$ cat config.mk
export PLATFORM = sky130hd
export DESIGN_NAME = calendar_date_scroller
export DESIGN_NICKNAME = d
export VERILOG_FILES = /design/src/sv/cds_pkg.sv /design/src/sv/cds_ctrl.sv /design/src/sv/cds_dp.sv /design/src/sv/calendar_date_scroller.sv
export SDC_FILE = /design/constraint.sdc
export NUM_CORES = 1
export LEC_CHECK = 0
export BUFFER_PORTS_ARGS = -buffer_cell sky130_fd_sc_hd__buf_2
export CAP_MARGIN = 20
export CORE_MARGIN = 1.5
export CORE_UTILIZATION = 50
export DETAILED_ROUTE_END_ITERATION = 8
export GPL_ROUTABILITY_DRIVEN = 0
export PLACE_DENSITY = 0.71
export SYNTH_ARGS = -nofsm -noshare
export SYNTH_HDL_FRONTEND = slang
export SYNTH_HIERARCHICAL = 1
export SYNTH_SLANG_ARGS = --single-unit
$ cat constraint.sdc
create_clock -name clk_i -period 3.6 [get_ports clk_i]
set_input_delay 0.18 -clock clk_i [delete_from_list [all_inputs] [get_ports clk_i]]
set_output_delay 0.18 -clock clk_i [all_outputs]
set_load 0.005 [all_outputs]
$ cat src/sv/cds_pkg.sv
package cds_pkg;

  typedef enum logic [2:0] {
    REQ_TICK      = 3'd0,
    REQ_NEXT      = 3'd1,
    REQ_LEAVE     = 3'd2,
    REQ_STEP_FWD  = 3'd3,
    REQ_STEP_BACK = 3'd4,
    REQ_BULK_FWD  = 3'd5,
    REQ_BULK_BACK = 3'd6,
    REQ_NONE      = 3'd7
  } req_e;

  typedef enum logic [1:0] {
    FIELD_DAY   = 2'd0,
    FIELD_MONTH = 2'd1,
    FIELD_YEAR  = 2'd2,
    FIELD_SPARE = 2'd3
  } field_e;

  typedef enum logic [1:0] {
    S_IDLE,
    S_DECODE,
    S_STEP,
    S_HOLD
  } state_e;

  localparam int unsigned BaseYear   = 2020;
  localparam int unsigned YearSpan   = 100;
  localparam int unsigned NumMonths  = 12;
  localparam int unsigned BulkDays   = 7;
  localparam int unsigned BulkOther  = 3;
  // offset of the one century year in range (2100), which is not a leap year
  localparam logic [6:0] CenturyOff  = 7'(2100 - BaseYear);

  localparam logic [4:0] MonthLen [NumMonths] = '{
    5'd31, 5'd28, 5'd31, 5'd30, 5'd31, 5'd30,
    5'd31, 5'd31, 5'd30, 5'd31, 5'd30, 5'd31
  };

  localparam logic [2:0] BulkDaysM1  = 3'(BulkDays - 1);
  localparam logic [2:0] BulkOtherM1 = 3'(BulkOther - 1);

  typedef struct packed {
    logic capture;   // latch the incoming word
    logic apply;     // non-step effect: enter, tick, next field, leave
    logic step;      // one single step of the selected field
    logic publish;   // load the output register
  } cmd_t;

  typedef struct packed {
    logic       step_req;   // latched request is a field step
    logic [2:0] steps_m1;   // number of single steps minus one
    logic       out_free;   // output register can take a word this cycle
  } status_t;

endpackage

$ cat src/sv/cds_ctrl.sv
module cds_ctrl (
  input  logic             clk_i,
  input  logic             rst_ni,
  input  logic             in_valid_i,
  output logic             in_stall_o,
  input  cds_pkg::status_t st_i,
  output cds_pkg::cmd_t    cmd_o
);

  cds_pkg::state_e state_q, state_d;
  logic [2:0]      cnt_q, cnt_d;

  always_ff @(posedge clk_i or negedge rst_ni) begin
    if (!rst_ni) begin
      state_q <= cds_pkg::S_IDLE;
      cnt_q   <= 3'd0;
    end else begin
      state_q <= state_d;
      cnt_q   <= cnt_d;
    end
  end

  always_comb begin
    state_d    = state_q;
    cnt_d      = cnt_q;
    cmd_o      = '0;
    in_stall_o = 1'b1;
    case (state_q)
      cds_pkg::S_IDLE: begin
        in_stall_o = 1'b0;
        if (in_valid_i) begin
          cmd_o.capture = 1'b1;
          state_d       = cds_pkg::S_DECODE;
        end
      end
      cds_pkg::S_DECODE: begin
        if (st_i.step_req) begin
          cnt_d   = st_i.steps_m1;
          state_d = cds_pkg::S_STEP;
        end else begin
          cmd_o.apply = 1'b1;
          state_d     = cds_pkg::S_HOLD;
        end
      end
      cds_pkg::S_STEP: begin
        cmd_o.step = 1'b1;
        if (cnt_q == 3'd0) begin
          state_d = cds_pkg::S_HOLD;
        end else begin
          cnt_d = cnt_q - 3'd1;
        end
      end
      cds_pkg::S_HOLD: begin
        if (st_i.out_free) begin
          cmd_o.publish = 1'b1;
          state_d       = cds_pkg::S_IDLE;
        end
      end
      default: begin
        state_d = cds_pkg::S_IDLE;
      end
    endcase
  end

  a_step_only_for_step_req: assert property (@(posedge clk_i) disable iff (!rst_ni)
    (state_q == cds_pkg::S_STEP) |-> st_i.step_req)
    else $error("step issued for a non-step request");

  a_step_count_bound: assert property (@(posedge clk_i) disable iff (!rst_ni)
    (state_q == cds_pkg::S_STEP) |-> (cnt_q <= cds_pkg::BulkDaysM1))
    else $error("step count beyond bulk day count");

  a_hold_waits: assert property (@(posedge clk_i) disable iff (!rst_ni)
    (state_q == cds_pkg::S_HOLD && !st_i.out_free) |=> (state_q == cds_pkg::S_HOLD))
    else $error("result dropped while output register busy");

endmodule

$ cat src/sv/cds_dp.sv
module cds_dp (
  input  logic             clk_i,
  input  logic             rst_ni,
  input  cds_pkg::cmd_t    cmd_i,
  output cds_pkg::status_t st_o,
  input  logic [2:0]       req_type_i,
  input  logic [4:0]       now_day_i,
  input  logic [3:0]       now_month_i,
  input  logic [6:0]       now_year_i,
  output logic             out_valid_o,
  input  logic             out_stall_i,
  output logic             browsing_o,
  output logic [1:0]       field_sel_o,
  output logic [4:0]       shown_day_o,
  output logic [3:0]       shown_month_o,
  output logic [6:0]       shown_year_o,
  output logic             day_visible_o,
  output logic             month_visible_o,
  output logic             year_visible_o
);

  function automatic logic [4:0] days_in_month(logic [3:0] m, logic [6:0] y);
    logic leap;
    leap = (y[1:0] == 2'b00) && (y != cds_pkg::CenturyOff);
    if (m < 4'd1 || m > 4'(cds_pkg::NumMonths)) begin
      days_in_month = 5'd31;
    end else if (m == 4'd2) begin
      days_in_month = leap ? 5'd29 : 5'd28;
    end else begin
      days_in_month = cds_pkg::MonthLen[m - 4'd1];
    end
  endfunction

  // latched request word
  logic [2:0] req_q;
  logic [4:0] nday_q;
  logic [3:0] nmon_q;
  logic [6:0] nyear_q;

  // browser state
  logic       active_q, active_d;
  logic [1:0] field_q, field_d;
  logic       blink_q, blink_d;
  logic [4:0] day_q, day_d;
  logic [3:0] month_q, month_d;
  logic [6:0] year_q, year_d;

  // output register
  logic       out_valid_q;
  logic       o_browsing_q;
  logic [1:0] o_field_q;
  logic [4:0] o_day_q;
  logic [3:0] o_month_q;
  logic [6:0] o_year_q;
  logic       o_dvis_q, o_mvis_q, o_yvis_q;

  always_ff @(posedge clk_i) begin
    if (cmd_i.capture) begin
      req_q   <= req_type_i;
      nday_q  <= now_day_i;
      nmon_q  <= now_month_i;
      nyear_q <= now_year_i;
    end
  end

  // status
  logic fwd;
  logic is_step_code;
  logic is_bulk;

  always_comb begin
    fwd = (req_q == cds_pkg::REQ_STEP_FWD) || (req_q == cds_pkg::REQ_BULK_FWD);
    is_step_code = (req_q == cds_pkg::REQ_STEP_FWD) || (req_q == cds_pkg::REQ_STEP_BACK) ||
                   (req_q == cds_pkg::REQ_BULK_FWD) || (req_q == cds_pkg::REQ_BULK_BACK);
    is_bulk = (req_q == cds_pkg::REQ_BULK_FWD) || (req_q == cds_pkg::REQ_BULK_BACK);
    st_o.step_req = active_q && is_step_code;
    if (!is_bulk) begin
      st_o.steps_m1 = 3'd0;
    end else if (field_q == cds_pkg::FIELD_DAY) begin
      st_o.steps_m1 = cds_pkg::BulkDaysM1;
    end else begin
      st_o.steps_m1 = cds_pkg::BulkOtherM1;
    end
    st_o.out_free = !out_valid_q || !out_stall_i;
  end

  // single-step unit
  logic [7:0] y_plus;
  logic [6:0] year_inc, year_dec;
  logic [3:0] m_plus;
  logic [3:0] mon_inc, mon_dec;
  logic [6:0] yr_of_minc, yr_of_mdec;
  logic [5:0] d_plus;
  logic [4:0] md_cur;
  logic [4:0] step_day;
  logic [3:0] step_mon;
  logic [6:0] step_year;

  always_comb begin
    y_plus   = {1'b0, year_q} + 8'd1;
    year_inc = (y_plus >= 8'(cds_pkg::YearSpan)) ? 7'(y_plus - 8'(cds_pkg::YearSpan))
                                                 : y_plus[6:0];
    year_dec = (year_q == 7'd0) ? 7'(cds_pkg::YearSpan - 1) : year_q - 7'd1;

    m_plus = month_q + 4'd1;
    if (m_plus > 4'(cds_pkg::NumMonths) || m_plus == 4'd0) begin
      mon_inc    = 4'd1;
      yr_of_minc = year_inc;
    end else begin
      mon_inc    = m_plus;
      yr_of_minc = year_q;
    end
    if (month_q > 4'd1) begin
      mon_dec    = month_q - 4'd1;
      yr_of_mdec = year_q;
    end else begin
      mon_dec    = 4'(cds_pkg::NumMonths);
      yr_of_mdec = year_dec;
    end

    d_plus = {1'b0, day_q} + 6'd1;
    md_cur = days_in_month(month_q, year_q);

    step_day  = day_q;
    step_mon  = month_q;
    step_year = year_q;
    case (field_q)
      cds_pkg::FIELD_DAY: begin
        if (fwd) begin
          if (d_plus > {1'b0, md_cur}) begin
            step_day  = 5'd1;
            step_mon  = mon_inc;
            step_year = yr_of_minc;
          end else begin
            step_day = d_plus[4:0];
          end
        end else begin
          if (day_q > 5'd1) begin
            step_day = day_q - 5'd1;
          end else begin
            step_mon  = mon_dec;
            step_year = yr_of_mdec;
            step_day  = days_in_month(mon_dec, yr_of_mdec);
          end
        end
      end
      cds_pkg::FIELD_MONTH: begin
        if (fwd) begin
          step_mon  = mon_inc;
          step_year = yr_of_minc;
        end else begin
          step_mon  = mon_dec;
          step_year = yr_of_mdec;
        end
      end
      default: begin
        step_year = fwd ? year_inc : year_dec;
      end
    endcase
  end

  // state update
  always_comb begin
    active_d = active_q;
    field_d  = field_q;
    blink_d  = blink_q;
    day_d    = day_q;
    month_d  = month_q;
    year_d   = year_q;
    if (cmd_i.step) begin
      day_d   = step_day;
      month_d = step_mon;
      year_d  = step_year;
    end else if (cmd_i.apply) begin
      if (req_q == cds_pkg::REQ_BULK_FWD && !active_q) begin
        active_d = 1'b1;
        day_d    = nday_q;
        month_d  = nmon_q;
        year_d   = nyear_q;
        blink_d  = 1'b1;
        field_d  = cds_pkg::FIELD_DAY;
      end else if (active_q) begin
        case (req_q)
          cds_pkg::REQ_TICK: begin
            blink_d = !blink_q;
          end
          cds_pkg::REQ_NEXT: begin
            field_d = (field_q >= cds_pkg::FIELD_YEAR) ? cds_pkg::FIELD_DAY : field_q + 2'd1;
          end
          cds_pkg::REQ_LEAVE: begin
            active_d = 1'b0;
            blink_d  = 1'b0;
          end
          default: begin
          end
        endcase
      end
    end
  end

  always_ff @(posedge clk_i or negedge rst_ni) begin
    if (!rst_ni) begin
      active_q <= 1'b0;
      field_q  <= 2'd0;
      blink_q  <= 1'b0;
      day_q    <= 5'd0;
      month_q  <= 4'd0;
      year_q   <= 7'd0;
    end else begin
      active_q <= active_d;
      field_q  <= field_d;
      blink_q  <= blink_d;
      day_q    <= day_d;
      month_q  <= month_d;
      year_q   <= year_d;
    end
  end

  always_ff @(posedge clk_i or negedge rst_ni) begin
    if (!rst_ni) begin
      out_valid_q <= 1'b0;
    end else if (cmd_i.publish) begin
      out_valid_q <= 1'b1;
    end else if (!out_stall_i) begin
      out_valid_q <= 1'b0;
    end
  end

  always_ff @(posedge clk_i) begin
    if (cmd_i.publish) begin
      o_browsing_q <= active_q;
      o_field_q    <= field_q;
      o_day_q      <= day_q;
      o_month_q    <= month_q;
      o_year_q     <= year_q;
      o_dvis_q     <= !(active_q && field_q == cds_pkg::FIELD_DAY && !blink_q);
      o_mvis_q     <= !(active_q && field_q == cds_pkg::FIELD_MONTH && !blink_q);
      o_yvis_q     <= !(active_q && field_q >= cds_pkg::FIELD_YEAR && !blink_q);
    end
  end

  assign out_valid_o     = out_valid_q;
  assign browsing_o      = o_browsing_q;
  assign field_sel_o     = o_field_q;
  assign shown_day_o     = o_day_q;
  assign shown_month_o   = o_month_q;
  assign shown_year_o    = o_year_q;
  assign day_visible_o   = o_dvis_q;
  assign month_visible_o = o_mvis_q;
  assign year_visible_o  = o_yvis_q;

  a_field_in_range: assert property (@(posedge clk_i) disable iff (!rst_ni)
    field_q != cds_pkg::FIELD_SPARE)
    else $error("field index reached unused code");

  a_step_keeps_active: assert property (@(posedge clk_i) disable iff (!rst_ni)
    cmd_i.step |-> active_q && (active_d == active_q))
    else $error("field step while not browsing");

endmodule

$ cat src/sv/calendar_date_scroller.sv
// Calendar date browser. A word on the input channel is a request (tick, next field,
// leave, step forward/back, enter or bulk forward, bulk back) plus the current clock
// date, which is used only when entering; every request returns exactly one word with
// the browsed date, selected field and blink visibility flags. A request is captured,
// then decoded, then a field step runs as single steps (1 for a plain step, 7 for a
// day bulk step, 3 for a month or year bulk step) in the shared step unit, and last the
// output register is loaded; a request without a step skips the step unit, and loading
// waits while the output side stalls a pending result.
// A new request is taken while the previous result still waits in the output register.
module calendar_date_scroller (
  input  logic       clk_i,
  input  logic       rst_ni,
  input  logic       in_valid_i,
  output logic       in_stall_o,
  input  logic [2:0] req_type_i,
  input  logic [4:0] now_day_i,
  input  logic [3:0] now_month_i,
  input  logic [6:0] now_year_i,
  output logic       out_valid_o,
  input  logic       out_stall_i,
  output logic       browsing_o,
  output logic [1:0] field_sel_o,
  output logic [4:0] shown_day_o,
  output logic [3:0] shown_month_o,
  output logic [6:0] shown_year_o,
  output logic       day_visible_o,
  output logic       month_visible_o,
  output logic       year_visible_o
);

  cds_pkg::cmd_t    cmd;
  cds_pkg::status_t st;

  cds_ctrl u_ctrl (
    .clk_i      (clk_i),
    .rst_ni     (rst_ni),
    .in_valid_i (in_valid_i),
    .in_stall_o (in_stall_o),
    .st_i       (st),
    .cmd_o      (cmd)
  );

  cds_dp u_dp (
    .clk_i           (clk_i),
    .rst_ni          (rst_ni),
    .cmd_i           (cmd),
    .st_o            (st),
    .req_type_i      (req_type_i),
    .now_day_i       (now_day_i),
    .now_month_i     (now_month_i),
    .now_year_i      (now_year_i),
    .out_valid_o     (out_valid_o),
    .out_stall_i     (out_stall_i),
    .browsing_o      (browsing_o),
    .field_sel_o     (field_sel_o),
    .shown_day_o     (shown_day_o),
    .shown_month_o   (shown_month_o),
    .shown_year_o    (shown_year_o),
    .day_visible_o   (day_visible_o),
    .month_visible_o (month_visible_o),
    .year_visible_o  (year_visible_o)
  );

endmodule

==> metrics.txt <==
status finished clean; vias in the first global route roughly 3.3k; Post-Synth Adder-Cell Area 6.157%; Pre-antenna DRT Iters 5; CP top delay family compound AO/OA/AOI/OAI gates; Syn Std Cell Area around 4300 µm²; max incr delay on CP 0.54 ns; Clock Path Buffers 2; power density cells 877.0 nW/µm²; Worst Setup Start Kind register; core area 8258 µm²; die extent in x ~95 µm; sw frac between 40 and 50%; largest net degree at the start of global routing 31; wire length per cell 16.75 µm; worst hold margin about 0.015 ns; Num CTS Buffers 9; Crit path buffers/inverters 2; Net Switching slightly below 0.002 W; kind of critical path register to register; sequential share of power around a third; Antenna Cells 0; IO Port Bufs 46; post-synthesis mux area share between 1.5 and 2%; Max transition margin ~45%; YS warnings 6; Starting Density 51.68%; Worst Path Required 3.81 ns; Post-synth ARST share 38.81%; fin. max-slew vios 0; CTS Sinks 67; Post-synth EDFFs slightly above 40; Worst Tran Pin Value around 0.82 ns; RSZ-0062 raised after global routing no; max_cap viols 0; Post-Synth Simple-Gate Area approximately 20%; Final Cycle Share 91.56%; Antenna Nets Post-Route 0; fin nets between 500 and 600; clk slew on worst S/H paths around 0.08 ns; placed wire-length estimate 6988 µm; Post-Synth XOR/XNOR Area 2.668%; syn_area_per_cell 9.834 µm²; final instance area 4979 µm²; Initial DRC Count ~370; first-pass GRT wire length approximately 16000 µm; total gr overflow 0; net count after synthesis 478; DP Area roughly 4600 µm²; die area roughly 9000 µm²; final worst path period need roughly 3.3 ns; Setup Skew roughly 0.011 ns; num ports 47; layout cells sized above 1 roughly 20%; Clock Power Share around 16%; Setup crit end kind register; via count ~3.7k; Combinational Power Share between 50% and 60%; Internal approximately 0.0024 W; Power Total around 0.0044 W; CTS tree yes; Main synth FF type edfxtp_1; post-CTS setup repair buffer count 0; Critical Path AT between 3 and 4 ns; Area Overhead vs Synth 16.65%; Die Span Y about 95 µm; row count 33; WL final a little over 10000 µm; root buffer cell clkbuf_8; TNS Setup 0 ns; initial antenna violation count 0; most frequent cells in the layout buf_2, edfxtp_1, nand2_1; worst hold path type input pin to register; Fmax about 300 MHz; Synth cell types 83; main combinational cell family by area after synthesis simple AND/OR/NAND/NOR gates; fillers ~720; H-tree depth 3; Hold Vio Cnt, Final 0; worst-path cell chain inv_1 -> ha_1 -> or2_2 -> a21oi_1 -> a21oi_1 -> nor2b_1 -> ha_1 -> nor2b_1 -> o2111ai_1 -> o21ai_1 -> buf_4 -> and2_1 -> a31oi_1 -> o21ai_0; sequential fraction of the synthesis area 44.09%; final setup vio count 0; Seq cells post-synth 67; via-per-instance ratio 6.106; VDD IR max approximately 0.36 mV; Crit-path slowest cell dfrtp_1; Clk Latency, worst-skew pair between 0.3 and 0.4 ns; Total GRT Usage a little under a quarter; area fraction in compound gates after synthesis ~20%; DRC viols 0; most common cell after layout, fill and taps aside buf_2; leakage approximately 2.0 nW; Crit Path Max Fanout 10; Gate Count Post-Synth 434
==> cells by family (layout without fill, tap and decap cells) <==
group,Yosys count,after routing
AO/OA/AOI/OAI,118,118
XOR/XNOR,13,13
adder cells (fa/ha/maj),21,21
buffers and inverters,49,113
flip-flops,67,67
multiplexers,7,7
other,1,1
AND/OR/NAND/NOR,158,158
==> worst paths after layout <==
check                                       startpoint                           end  slack [ns]  cells past startpoint
setup / recovery           u_dp/month_q[1]$_DFFE_PN0P_    u_dp/year_q[4]$_DFFE_PN0P_        0.30                     14
hold reg to reg            u_ctrl/cnt_q[2]$_DFFE_PN0P_   u_ctrl/cnt_q[2]$_DFFE_PN0P_        0.53                      2
min in group asynchronous                       rst_ni  u_dp/out_valid_o$_DFFE_PN0P_        0.39                      2
hold / removal                          now_month_i[1]      u_dp/nmon_q[1]$_DFFE_PP_        0.02                      1
setup reg to reg           u_dp/month_q[1]$_DFFE_PN0P_    u_dp/year_q[4]$_DFFE_PN0P_        0.30                     14
max in group asynchronous                       rst_ni    u_dp/year_q[4]$_DFFE_PN0P_        2.77                      2
==> layout make-up <==
type	count	area, µm²	share of cell area [%]
clock buffers	13	170.2	3.418
clock inverters	3	43.79	0.8796
inverters	24	90.09	1.810
multi-input cells	318	2171	43.60
flip-flops and latches	67	1882	37.80
well taps	105	131.4	2.639
repair buffers	73	490.5	9.852
==> per-layer routing <==
metal  wire length (µm)  track usage (%)  vias up  part of all wire [%]
met5                  0                0        -                     0
met4                178            9.069        0                   1.8
met3                703            4.226       20                   7.0
met2               4602            35.28      158                    46
met1               4618            33.67     1770                    46
li1                   -                -     1734                     -
==> power by group through the flow <==
stage / Combinational, W / Sequential, W / Clock, W
floorplan: 0.00169 / 0.00131 / 0
global placement: 0.00213 / 0.00141 / 0
detailed placement: 0.00219 / 0.00142 / 0
CTS: 0.00220 / 0.00140 / 0.000691
global route: 0.00254 / 0.00145 / 0.000721
finish: 0.00228 / 0.00141 / 0.000675
==> per-stage QoR <==
| stage | std cells | util [%] | setup slack [ns] |
|---|---|---|---|
| 6_report | 603 | 60.29 | 0.3037 |
| 3_3_place_gp | 571 | 55.55 | 0.4059 |
| 4_1_cts | 595 | 59.11 | 0.3397 |
| 3_5_place_dp | 571 | 55.55 | 0.3659 |
| 2_1_floorplan | 434 | - | 0.2735 |
| 5_1_grt | 603 | 60.29 | 0.05313 |
==> timing repair <==
action                    4_1_cts  5_1_grt
hold buffers                    8        7
gates resized for setup         0        0
hold endpoints to repair       33        7
==> worst register-to-register path, delay by kind of cell, from the launching register on <==
family | cells | cell delay [ns]
AOI/OAI and AO/OA | 6 | 0.93
and+or+nand+nor | 4 | 0.79
adders and majority gates | 2 | 0.57
DFF | 1 | 0.54
buffers and inverters | 2 | 0.31
==> synth_stat cells (all sizes together), types with 7 or more instances <==
cell type  instances  area (µm²)
and2               8       51.30
nor3              15       106.4
nor4               7       50.05
a211oi             8       65.06
a21oi             18       97.60
nand3             15       80.08
edfxtp            41        1231
inv               23       86.33
nand2             37       143.9
dfrtp             26       650.6
clkbuf            15       56.30
buf               10       68.82
ha                21       262.8
and3               7       43.79
o21ai             28       140.1
nor2b              9       63.81
xor2               9       78.83
nor2              31       116.4
==> sequential cells by signal (all words and copies together), names as in the netlist, 2 cells and up <==
name                cells
u_ctrl/cnt_q            3
u_ctrl/state_q          2
u_dp/day_q              5
u_dp/field_q            2
u_dp/field_sel_o        2
u_dp/month_q            4
u_dp/nday_q             5
u_dp/nmon_q             4
u_dp/nyear_q            7
u_dp/req_q              3
u_dp/shown_day_o        5
u_dp/shown_month_o      4
u_dp/shown_year_o       7
u_dp/year_q             7
Note: power is estimated with default switching activity, not from simulation.
